## src/sv/url_path_decode_sanitize_macros.svh

```systemverilog
// ----------------------------------------------------------------------------
// url_path_decode_sanitize_macros
// Concurrent assertion macros shared by the path decoder RTL.
// ----------------------------------------------------------------------------
`ifndef URL_PATH_DECODE_SANITIZE_MACROS_SVH
`define URL_PATH_DECODE_SANITIZE_MACROS_SVH

`ifndef SYNTH

// same-cycle implication, checked out of reset
`define UPDS_ASSERT_IMPL(label, ante, cons, msg) \
  label: assert property (@(posedge clk) disable iff (!rst_n) (ante) |-> (cons)) \
    else $error(msg);

// next-cycle implication, checked out of reset
`define UPDS_ASSERT_NEXT(label, ante, cons, msg) \
  label: assert property (@(posedge clk) disable iff (!rst_n) (ante) |=> (cons)) \
    else $error(msg);

`else

`define UPDS_ASSERT_IMPL(label, ante, cons, msg)
`define UPDS_ASSERT_NEXT(label, ante, cons, msg)

`endif

`endif

```

## src/sv/upds_pkg.sv

```systemverilog
// ----------------------------------------------------------------------------
// upds_pkg
// Types and constants of the request path decoder and sanitizer.
// ----------------------------------------------------------------------------
package upds_pkg;

  localparam int MAX_PATH = 4096;
  localparam int BYTE_W   = 8;
  localparam int LEN_W    = 12;
  localparam int STATUS_W = 2;

  // length limit after reset, capped at the register range
  localparam logic [LEN_W-1:0] MAX_LEN_RESET =
    LEN_W'(((MAX_PATH - 1) > ((1 << LEN_W) - 1)) ? ((1 << LEN_W) - 1) : (MAX_PATH - 1));

  // character codes
  localparam logic [BYTE_W-1:0] CH_PERCENT   = 8'h25;
  localparam logic [BYTE_W-1:0] CH_PLUS      = 8'h2B;
  localparam logic [BYTE_W-1:0] CH_SPACE     = 8'h20;
  localparam logic [BYTE_W-1:0] CH_BACKSLASH = 8'h5C;
  localparam logic [BYTE_W-1:0] CH_DOT       = 8'h2E;
  localparam logic [BYTE_W-1:0] CH_SLASH     = 8'h2F;
  localparam logic [BYTE_W-1:0] CH_NUL       = 8'h00;

  typedef enum logic [STATUS_W-1:0] {
    ST_OK        = 2'd0,
    ST_FORBIDDEN = 2'd1,
    ST_TOO_LONG  = 2'd2
  } status_t;

  typedef enum logic [1:0] {
    PH_NORMAL = 2'd0,
    PH_HIGH   = 2'd1,
    PH_LOW    = 2'd2
  } phase_t;

  typedef enum logic [1:0] {
    DOTS_START = 2'd0,
    DOTS_ONE   = 2'd1,
    DOTS_TWO   = 2'd2,
    DOTS_OTHER = 2'd3
  } dots_t;

  // per-path stream state
  typedef struct packed {
    phase_t           phase;
    logic [3:0]       high_nibble;
    logic [LEN_W-1:0] count;
    dots_t            dots;
    status_t          sticky;
    logic             dotdot_seen;
  } state_t;

  localparam state_t STATE_CLEAR = '{
    phase:       PH_NORMAL,
    high_nibble: 4'd0,
    count:       '0,
    dots:        DOTS_START,
    sticky:      ST_OK,
    dotdot_seen: 1'b0
  };

  // one step's result
  typedef struct packed {
    logic              emit;
    logic [BYTE_W-1:0] out_byte;
    logic              byte_valid;
    logic              done_res;
    status_t           status;
  } res_t;

endpackage

```

## src/sv/upds_if.sv

```systemverilog
// ----------------------------------------------------------------------------
// upds_if
// Valid/ready channels of the path decoder: input bytes, results, config.
// ----------------------------------------------------------------------------
interface upds_in_if;
  import upds_pkg::*;

  logic              valid;
  logic              ready;
  logic [BYTE_W-1:0] in_byte;
  logic              in_last;

  modport source (output valid, in_byte, in_last, input ready);
  modport sink   (input valid, in_byte, in_last, output ready);
endinterface

interface upds_out_if;
  import upds_pkg::*;

  logic                valid;
  logic                ready;
  logic [BYTE_W-1:0]   out_byte;
  logic                byte_valid;
  logic                done_res;
  logic [STATUS_W-1:0] status;

  modport source (output valid, out_byte, byte_valid, done_res, status, input ready);
  modport sink   (input valid, out_byte, byte_valid, done_res, status, output ready);
endinterface

interface upds_cfg_if;
  import upds_pkg::*;

  logic             valid;
  logic             ready;
  logic [LEN_W-1:0] max_decoded_length;

  modport source (output valid, max_decoded_length, input ready);
  modport sink   (input valid, max_decoded_length, output ready);
endinterface

```

## src/sv/upds_step.sv

```systemverilog
// ----------------------------------------------------------------------------
// upds_step
// One-byte decode step: escape decoding, byte checks, length limit and
// dot-dot segment tracking, giving the next stream state and the result.
// ----------------------------------------------------------------------------
module upds_step (
  input  upds_pkg::state_t                 state_i,
  input  logic [upds_pkg::BYTE_W-1:0]      byte_i,
  input  logic                             last_i,
  input  logic [upds_pkg::LEN_W-1:0]       max_len_i,
  output upds_pkg::state_t                 state_o,
  output upds_pkg::res_t                   res_o
);
  import upds_pkg::*;

  logic              nib_ok;
  logic [3:0]        nib_val;
  logic              have;
  logic [BYTE_W-1:0] dec;
  state_t            st;
  status_t           final_status;

  // hex digit of either case
  always_comb begin
    nib_ok  = 1'b1;
    nib_val = 4'd0;
    if (byte_i >= 8'h30 && byte_i <= 8'h39) begin
      nib_val = byte_i[3:0];
    end else if ((byte_i >= 8'h61 && byte_i <= 8'h66) ||
                 (byte_i >= 8'h41 && byte_i <= 8'h46)) begin
      nib_val = byte_i[3:0] + 4'd9;
    end else begin
      nib_ok = 1'b0;
    end
  end

  // decode, checks and state update
  always_comb begin
    st   = state_i;
    have = 1'b0;
    dec  = CH_NUL;
    if (state_i.sticky == ST_OK) begin
      // escape handling
      if (state_i.phase == PH_NORMAL) begin
        if (byte_i == CH_PERCENT) begin
          st.phase = PH_HIGH;
        end else begin
          dec  = (byte_i == CH_PLUS) ? CH_SPACE : byte_i;
          have = 1'b1;
        end
      end else if (!nib_ok) begin
        st.sticky = ST_FORBIDDEN;
      end else if (state_i.phase == PH_HIGH) begin
        st.high_nibble = nib_val;
        st.phase       = PH_LOW;
      end else begin
        dec      = {state_i.high_nibble, nib_val};
        st.phase = PH_NORMAL;
        have     = 1'b1;
      end

      // decoded byte checks, limit and segment tracking
      if (have) begin
        if (dec == CH_NUL || dec == CH_BACKSLASH) begin
          st.sticky = ST_FORBIDDEN;
          have      = 1'b0;
        end else if (state_i.count >= max_len_i) begin
          st.sticky = ST_TOO_LONG;
          have      = 1'b0;
        end else begin
          st.count = state_i.count + LEN_W'(1);
          if (dec == CH_SLASH) begin
            if (state_i.dots == DOTS_TWO) begin
              st.dotdot_seen = 1'b1;
            end
            st.dots = DOTS_START;
          end else if (dec == CH_DOT) begin
            unique case (state_i.dots)
              DOTS_START: st.dots = DOTS_ONE;
              DOTS_ONE:   st.dots = DOTS_TWO;
              default:    st.dots = DOTS_OTHER;
            endcase
          end else begin
            st.dots = DOTS_OTHER;
          end
        end
      end
    end

    // end of path status
    final_status = st.sticky;
    if (last_i && st.sticky == ST_OK) begin
      if (st.phase != PH_NORMAL) begin
        final_status = ST_FORBIDDEN;
        have         = 1'b0;
      end else if (st.dotdot_seen || st.dots == DOTS_TWO) begin
        final_status = ST_FORBIDDEN;
      end
    end

    state_o = last_i ? STATE_CLEAR : st;

    res_o.emit       = have || last_i;
    res_o.out_byte   = have ? dec : CH_NUL;
    res_o.byte_valid = have;
    res_o.done_res   = last_i;
    res_o.status     = last_i ? final_status : ST_OK;
  end

endmodule

```

## src/sv/url_path_decode_sanitize.sv

```systemverilog
// ----------------------------------------------------------------------------
// url_path_decode_sanitize
// Streaming percent decoder and checker for a request path: one encoded byte
// per request in, at most one result per request out: decoded byte, status or both.
// ----------------------------------------------------------------------------
//  channel   dir  payload                                    notes
//  in_s      in   in_byte[7:0], in_last                      one path byte
//  out_s     out  out_byte[7:0], byte_valid, done_res,       decoded byte or
//                 status[1:0]                                final status or both
//  cfg_s     in   max_decoded_length[11:0]                   always ready
//
//  One byte per cycle unless the result register stalls; an accepted byte
//  goes via the input register and decode step into the result register.
//  Stream state updates in the decode step, so each byte sees the last one.
//  A stalled result register holds the pipe; in_s.ready falls only then.
//  Reset clears the stream state and sets the length limit to 4095.
// ----------------------------------------------------------------------------
module url_path_decode_sanitize (
  input  logic        clk,
  input  logic        rst_n,
  upds_in_if.sink     in_s,
  upds_out_if.source  out_s,
  upds_cfg_if.sink    cfg_s
);
  import upds_pkg::*;
  `include "url_path_decode_sanitize_macros.svh"

  logic              s1_valid_r;
  logic [BYTE_W-1:0] s1_byte_r;
  logic              s1_last_r;
  state_t            state_r;
  state_t            state_nxt;
  res_t              step_res;
  logic [LEN_W-1:0]  max_len_r;
  logic              out_valid_r;
  res_t              out_res_r;
  logic              out_free;
  logic              s1_advance;

  // length limit register
  assign cfg_s.ready = 1'b1;

  always_ff @(posedge clk) begin
    if (!rst_n) begin
      max_len_r <= MAX_LEN_RESET;
    end else if (cfg_s.valid) begin
      max_len_r <= cfg_s.max_decoded_length;
    end
  end

  // pipeline flow control
  assign out_free   = !out_valid_r || out_s.ready;
  assign s1_advance = s1_valid_r && (!step_res.emit || out_free);
  assign in_s.ready = !s1_valid_r || s1_advance;

  // input register
  always_ff @(posedge clk) begin
    if (!rst_n) begin
      s1_valid_r <= 1'b0;
    end else if (in_s.ready) begin
      s1_valid_r <= in_s.valid;
    end
  end

  always_ff @(posedge clk) begin
    if (in_s.valid && in_s.ready) begin
      s1_byte_r <= in_s.in_byte;
      s1_last_r <= in_s.in_last;
    end
  end

  // decode step
  upds_step u_step (
    .state_i   (state_r),
    .byte_i    (s1_byte_r),
    .last_i    (s1_last_r),
    .max_len_i (max_len_r),
    .state_o   (state_nxt),
    .res_o     (step_res)
  );

  // stream state
  always_ff @(posedge clk) begin
    if (!rst_n) begin
      state_r <= STATE_CLEAR;
    end else if (s1_advance) begin
      state_r <= state_nxt;
    end
  end

  // result register
  always_ff @(posedge clk) begin
    if (!rst_n) begin
      out_valid_r <= 1'b0;
    end else if (out_free) begin
      out_valid_r <= s1_advance && step_res.emit;
    end
  end

  always_ff @(posedge clk) begin
    if (out_free && s1_advance && step_res.emit) begin
      out_res_r <= step_res;
    end
  end

  assign out_s.valid      = out_valid_r;
  assign out_s.out_byte   = out_res_r.out_byte;
  assign out_s.byte_valid = out_res_r.byte_valid;
  assign out_s.done_res   = out_res_r.done_res;
  assign out_s.status     = out_res_r.status;

  // checks
  `UPDS_ASSERT_IMPL(a_no_bytes_after_error, s1_valid_r && state_r.sticky != ST_OK, !step_res.byte_valid, "decoded byte after error")
  `UPDS_ASSERT_NEXT(a_clear_after_last, s1_advance && s1_last_r, state_r.phase == PH_NORMAL && state_r.count == '0 && state_r.sticky == ST_OK, "stream state not cleared after last byte")
  `UPDS_ASSERT_IMPL(a_no_bad_byte_out, out_valid_r && out_res_r.byte_valid, out_res_r.out_byte != CH_NUL && out_res_r.out_byte != CH_BACKSLASH, "forbidden byte delivered")

endmodule

```

## src/flat_wrapper.sv

```systemverilog
// flat-port wrapper written by rule: the top's interface ports become plain ports
module url_path_decode_sanitize_flat import upds_pkg::*;
  (clk, rst_n, in_s_valid, in_s_in_byte, in_s_in_last, in_s_ready, out_s_valid, out_s_out_byte, out_s_byte_valid, out_s_done_res, out_s_status, out_s_ready, cfg_s_valid, cfg_s_max_decoded_length, cfg_s_ready);
  upds_in_if in_s_i ();
  upds_out_if out_s_i ();
  upds_cfg_if cfg_s_i ();
  input  logic clk;
  input  logic rst_n;
  input wire logic [$bits(in_s_i.valid)-1:0] in_s_valid;
  input wire logic [$bits(in_s_i.in_byte)-1:0] in_s_in_byte;
  input wire logic [$bits(in_s_i.in_last)-1:0] in_s_in_last;
  output wire logic [$bits(in_s_i.ready)-1:0] in_s_ready;
  output wire logic [$bits(out_s_i.valid)-1:0] out_s_valid;
  output wire logic [$bits(out_s_i.out_byte)-1:0] out_s_out_byte;
  output wire logic [$bits(out_s_i.byte_valid)-1:0] out_s_byte_valid;
  output wire logic [$bits(out_s_i.done_res)-1:0] out_s_done_res;
  output wire logic [$bits(out_s_i.status)-1:0] out_s_status;
  input wire logic [$bits(out_s_i.ready)-1:0] out_s_ready;
  input wire logic [$bits(cfg_s_i.valid)-1:0] cfg_s_valid;
  input wire logic [$bits(cfg_s_i.max_decoded_length)-1:0] cfg_s_max_decoded_length;
  output wire logic [$bits(cfg_s_i.ready)-1:0] cfg_s_ready;
  assign in_s_i.valid = in_s_valid;
  assign in_s_i.in_byte = in_s_in_byte;
  assign in_s_i.in_last = in_s_in_last;
  assign in_s_ready = in_s_i.ready;
  assign out_s_valid = out_s_i.valid;
  assign out_s_out_byte = out_s_i.out_byte;
  assign out_s_byte_valid = out_s_i.byte_valid;
  assign out_s_done_res = out_s_i.done_res;
  assign out_s_status = out_s_i.status;
  assign out_s_i.ready = out_s_ready;
  assign cfg_s_i.valid = cfg_s_valid;
  assign cfg_s_i.max_decoded_length = cfg_s_max_decoded_length;
  assign cfg_s_ready = cfg_s_i.ready;
  url_path_decode_sanitize u_core (.clk(clk), .rst_n(rst_n), .in_s(in_s_i), .out_s(out_s_i), .cfg_s(cfg_s_i));
endmodule
```

## config.mk

```make
export PLATFORM = sky130hd
export DESIGN_NAME = url_path_decode_sanitize_flat
export DESIGN_NICKNAME = d
export VERILOG_FILES = /design/src/sv/upds_pkg.sv /design/src/sv/upds_if.sv /design/src/sv/upds_step.sv /design/src/sv/url_path_decode_sanitize.sv /design/src/flat_wrapper.sv
export VERILOG_INCLUDE_DIRS = /design/src /design/src/sv
export SDC_FILE = /design/constraint.sdc
export NUM_CORES = 1
export LEC_CHECK = 0
export BUFFER_PORTS_ARGS = -buffer_cell sky130_fd_sc_hd__buf_2
export CELL_PAD_IN_SITES_DETAIL_PLACEMENT = 0
export CELL_PAD_IN_SITES_GLOBAL_PLACEMENT = 2
export CORE_MARGIN = 1.5
export CORE_UTILIZATION = 39
export CTS_BUF_LIST = sky130_fd_sc_hd__clkbuf_16
export DETAILED_ROUTE_END_ITERATION = 12
export PLACE_DENSITY = 0.93
export SLEW_MARGIN = 15
export SYNTH_ARGS = -nofsm -noshare
export SYNTH_HDL_FRONTEND = slang
export SYNTH_SLANG_ARGS = --single-unit
```

## constraint.sdc

```tcl
create_clock -name clk -period 7.39 [get_ports clk]
set_input_delay 1.478 -clock clk [delete_from_list [all_inputs] [get_ports clk]]
set_output_delay 1.478 -clock clk [all_outputs]
set_load 0.02 [all_outputs]
```

* After elaboration in Yosys (flattened, before gate mapping)
Cells that the tools add are included.
** Storage, ports and cells
- Flip-flop bits (word level) :: 58
- Logic and storage cells :: 114
** Operators by class
- Add/subtract/negate cells :: 2
- Order comparisons :: 7
- Equality and inequality tests :: 12
- Multiplexer cells :: 46
- Reductions and logical operators :: 32
** Operators by type and width (count)
- $mux 8 :: 6
- $mux 23 :: 2
- $eq 8x6->1 const B :: 4
- $mux 14 :: 2
- $mux 2 :: 12
- $mux 1 :: 17
- $mux 17 :: 1
- $ge 8x7->1 const B :: 2
- $le 8x7->1 const B :: 2
- $mux 4 :: 4
- $add 12x1->12 const B :: 1
- $ge 12x12->1 :: 1
- $reduce_and 5->1 :: 2
- $reduce_bool 2->1 :: 5
- $logic_and 1x1->1 :: 9
- $eq 8x7->1 const B :: 1
- $ge 8x6->1 const B :: 1
- $le 8x6->1 const B :: 1
- $logic_not 2->1 :: 4
- $logic_not 8->1 :: 1
- $logic_or 1x1->1 :: 7
- $mux 6 :: 1
- $ne 2x1->1 const B :: 3
- $add 4x4->4 const B :: 1
- 5 further kinds :: 9

* Longest topological paths before layout
- Depth after elaboration :: 25
- Depth in mapped cells :: 14

* Modules after synthesis
A second synthesis with hierarchy kept.
** Second synthesis, totals
- Cell total of the unflattened synthesis :: 404
- Area, all modules :: 3548.4 µm²
** By module, submodules not included
- url_path_decode_sanitize :: instances 1, cells each 173, area each 2100.8 µm²
- upds_step :: instances 1, cells each 231, area each 1447.6 µm²

* Least setup slack after synthesis
OpenSTA, ideal clock, no wires.
- Path type :: flip-flop to output port
- From :: register u_core.s1_byte_r[0]
- To :: output in_s_ready
- Arrival time :: 2.509 ns
- Data required time :: 5.912 ns
- Setup slack :: 3.403 ns
- Stages on the path, launching flop included :: 13
- Buffers on the path :: 1
- Path through :: edfxtp_1 buf_4 inv_1 ha_1 nand2b_1 a211oi_4 o21bai_4 a32oi_1 and4_4 o21ai_4 a21oi_4 nor2_1 inv_1
** On the way
- Cells in the longest elaborated chain, start to end :: 22
** Ends and longest elaborated chain
- start, declared :: RTL line url_path_decode_sanitize.sv:29 : logic [BYTE_W-1:0] s1_byte_r;
- start signal, assigned :: RTL line url_path_decode_sanitize.sv:67 : s1_byte_r <= in_s.in_byte;
- $ge 8x7->1, or another cell as far along :: RTL line upds_step.sv:29 : end else if ((byte_i >= 8'h61 && byte_i <= 8'h66) ||
- $logic_and 1x1->1 (on tied branches) :: RTL line upds_step.sv:29, upds_step.sv:30
- $logic_or 1x1->1 :: RTL line upds_step.sv:29
- $mux 4 :: RTL line upds_step.sv:29
- $mux 4 :: RTL line upds_step.sv:27 : if (byte_i >= 8'h30 && byte_i <= 8'h39) begin
- $mux 8 :: RTL line upds_step.sv:53 : end else if (state_i.phase == PH_HIGH) begin
- $mux 8 :: RTL line upds_step.sv:51 : end else if (!nib_ok) begin
- $mux 8 :: RTL line upds_step.sv:44 : if (state_i.phase == PH_NORMAL) begin
- [... 6 more ...]
- $logic_not 2->1 :: RTL line upds_step.sv:92 : if (last_i && st.sticky == ST_OK) begin
- $logic_and 1x1->1 :: RTL line upds_step.sv:92
- $mux 1 * :: RTL line upds_step.sv:92
- $logic_or 1x1->1 * :: RTL line upds_step.sv:103 : res_o.emit = have || last_i;
- $logic_not 1->1 * :: RTL line url_path_decode_sanitize.sv:53 : assign s1_advance = s1_valid_r && (!step_res.emit || out_free);
- $logic_or 1x1->1 * :: RTL line url_path_decode_sanitize.sv:53
- $logic_and 1x1->1 * :: RTL line url_path_decode_sanitize.sv:53
- $logic_or 1x1->1 * :: RTL line url_path_decode_sanitize.sv:54 : assign in_s.ready = !s1_valid_r || s1_advance;
- end, declared :: RTL line flat_wrapper.sv:12 : output wire logic [$bits(in_s_i.ready)-1:0] in_s_ready;
Mark *: on every way between the ends. The rest lies on a longest branch, timed or not. The select of a mux whose other input is x is not followed.

* Worst setup path in the final report
Ends and elaborated chain as after synthesis.

==> reports/metrics.cfg <==
[cells_and_area]
nFillCells = 806
ff_latch_area_mm2 = 0.001371
finish.utilization_pct = 47.13
insertedDiodeCount = 0
final_nets = 442
drive_gt1_share_pct = 19.55
multi_input_area_mm2 = 0.001822
area_growth_pct = 15.91

[timing]
worst_pin_slew_ns = 1.003
whs_ns = 0.4831
slew_headroom_pct = 33.01
finalCritPeriodShare_pct = 66.08
finClkSkew_ns = 0.005263
fmax_mhz = 204.8
slew_viol_final = 0
fin_crit_ns = 4.883
setup_tns_ns = 0
layout_setup_ws_ns = 2.507
hold_viol = 0
setup_viol = 0
rsz0062_at_grt = no

[synthesis]
syn_nets = 404
ys_async_sr_fraction_pct = 0
synth_xor_area_share_pct = 0.5191
yosysSeqAreaShare_pct = 40.64
ys_ff_latch = 58
synthSimpleGateAreaFrac_pct = 21.51
synth-edff-count = 21
yosysWarnings = 0
synth_top_family_by_area = compound AO/OA/AOI/OAI gates
synth.most_common_cell = dfxtp_1
synth_top_area_cell = dfxtp_1
synth_common_cells = 37 x dfxtp_1, 34 x nand2_1, 28 x inv_1
synthMuxAreaShare_pct = 0.5933
synth_ff_type = dfxtp_1
synthesis.instances = 361
ys_top_cells_by_area = dfxtp_1 22%, edfxtp_1 19%, ha_1 6.3%
synthAdderAreaFrac_pct = 6.303
synth_compound_area_share_pct = 24.95
netlist.area_leader.share_pct = 21.95
synth_area_per_cell_um2 = 9.348
ys_types = 71
synth_area_mm2 = 0.003374

[grt]
grt_antenna_before_repair = 0
use_met1_pct = 22.68
grt_first_pass_wirelength_um = 12430
met3_usage_pct = 3.239
gr-total-overflow = 0
busiest_layer = met2
grt_max_degree = 33
use_met2_pct = 28.99
grtUsageTotal_pct = 17.62
grt_pass1_vias = 2652

[cts]
postCtsSetupBuffers = 0
insertion_delay_ns = 0.32
ctsLongestPathBuffers = 2
numCtsBuffers = 9
cts_tree = built
clk_pin_slew_ns = 0.05
clock-root-buffer = clkbuf_16
hold_buffers = 0
clock-sinks = 58
cts_max_level = 3
ctsResizeCount = 0

[placed_design]
dp_slack_ns = 2.875
gp_congestion = 0.9108
port-buffer-count = 39
post-dp-hpwl_um = 5575

[worst_setup_path]
end_kind = primary output
cp_slowest_cell = edfxtp_1
crit_required_ns = 5.91
critical-path-top-delay-family = compound AO/OA/AOI/OAI gates
path_cells = inv_1 > ha_1 > o21bai_1 > a21oi_2 > o21bai_4 > a32oi_1 > a211oi_2 > o21ai_4 > a21oi_4 > nor2_1 > inv_1 > buf_2
path_common_cell = inv_1
critPathBufInv = 3
start_kind = flop
reg2regPathDepth = 11
critPathArrivalTime_ns = 3.41
worstSetupPathDepth = 12
cpPeakStageDelay_ns = 0.59
cp_max_fo = 11
path_class = reg -> out

[status]
outcome = finished clean

[floorplanning]
io_pins = 41
fp-row-count = 33
start_util_pct = 40.66
die_width_um = 96.02
dieHeight_um = 96.02
core_area_mm2 = 0.008299
die_area_mm2 = 0.009220

[worst_hold_path]
min_path_cells = 2
hp-class = reg -> reg

[power_and_ir_drop]
p_leak_nw = 1.585
powerDensity_mw_per_mm2 = 209.4
p_total_w = 0.0008191
vdd_drop_max_uv = 103.6

[routing]
viasPerCell = 5.383
wl_um = 7256
drt-pass1-iter-count = 4
drc = 0
wire_per_inst_um = 14.26
ant_nets = 0
drt_iter0_markers = 139
via_count = 2740

[run]
drv_cap = 0

-- path summary, 6_finish.rpt --
kind | startpoint | end | slack [ns]
setup reg to reg | u_core.s1_byte_r[0]$_DFFE_PP_ | u_core.s1_byte_r[6]$_DFFE_PP_ | 3.35
hold / removal | u_core.max_len_r[0]$_SDFFE_PN1P_ | u_core.max_len_r[0]$_SDFFE_PN1P_ | 0.48
setup / recovery | u_core.s1_byte_r[0]$_DFFE_PP_ | in_s_ready | 2.51
hold reg to reg | u_core.max_len_r[0]$_SDFFE_PN1P_ | u_core.max_len_r[0]$_SDFFE_PN1P_ | 0.48
-- area by class of cell --
cell class / instances / share of cell area (%)
tap: 105 / 3.359
sequential: 58 / 35.06
multi-input combinational: 263 / 46.58
inverter: 28 / 2.687
clock buffer: 9 / 5.758
timing repair buffer: 39 / 4.990
clock inverter: 7 / 1.567
-- logic make-up after synthesis --
family                     Yosys count
DFF                                 58
buffers and inverters               40
adders and majority gates           17
AOI/OAI and AO/OA                  112
xor gates and xnor gates             2
and+or+nand+nor                    129
muxes                                2
other                                1
-- routing by layer --
layer  part of all wire [%]  wire, µm
met1                     48      3495
met2                     47      3379
met4                    1.5       112
met5                      0         0
met3                    3.7       269
-- registers in the layout (all words and copies together), names as in the netlist --
signal                   cells
u_core.max_len_r            12
u_core.out_s.valid           1
u_core.out_s.done_res        1
u_core.state_r              23
u_core.s1_valid_r            1
u_core.s1_last_r             1
u_core.s1_byte_r             8
u_core.out_s.byte_valid      1
u_core.out_s.out_byte        8
u_core.out_s.status          2
-- power by group --
group / total [W] / leakage, nW / switching (W) / internal [W]
combinational: 0.0000690 / 0.937 / 0.0000420 / 0.0000270
sequential: 0.000355 / 0.500 / 0.0000104 / 0.000345
clock: 0.000395 / 0.148 / 0.000138 / 0.000257
total: 0.000819 / 1.59 / 0.000191 / 0.000628
-- placed cells by master (no fill, tap or decap), drive strengths merged, types with 5 or more instances in the layout --
cell type and instances:
o211ai 16, nor2b 8, a21oi 16, and3 6
nand2 35, clkbuf 9, and2 6, ha 17
dfxtp 37, inv 29, clkinv 5, nor4 6
edfxtp 21, nor3 9, o21ai 31, a31oi 6
nand2b 6, nor2 28, buf 39, nand3 12
-- through the flow --
step / std cells / cell area, µm²
global placement: 493 / 3625
detailed placement: 493 / 3625
CTS: 509 / 3911
floorplan: 361 / 3374
global route: 509 / 3911
finish: 509 / 3911
-- tightest hold or removal path, delay by kind of cell (launching register included) --
kind | cells | cell delay (ns)
DFF | 1 | 0.33
muxes | 1 | 0.07
and+or+nand+nor | 1 | 0.05
Note: power is estimated with default switching activity, not from simulation.
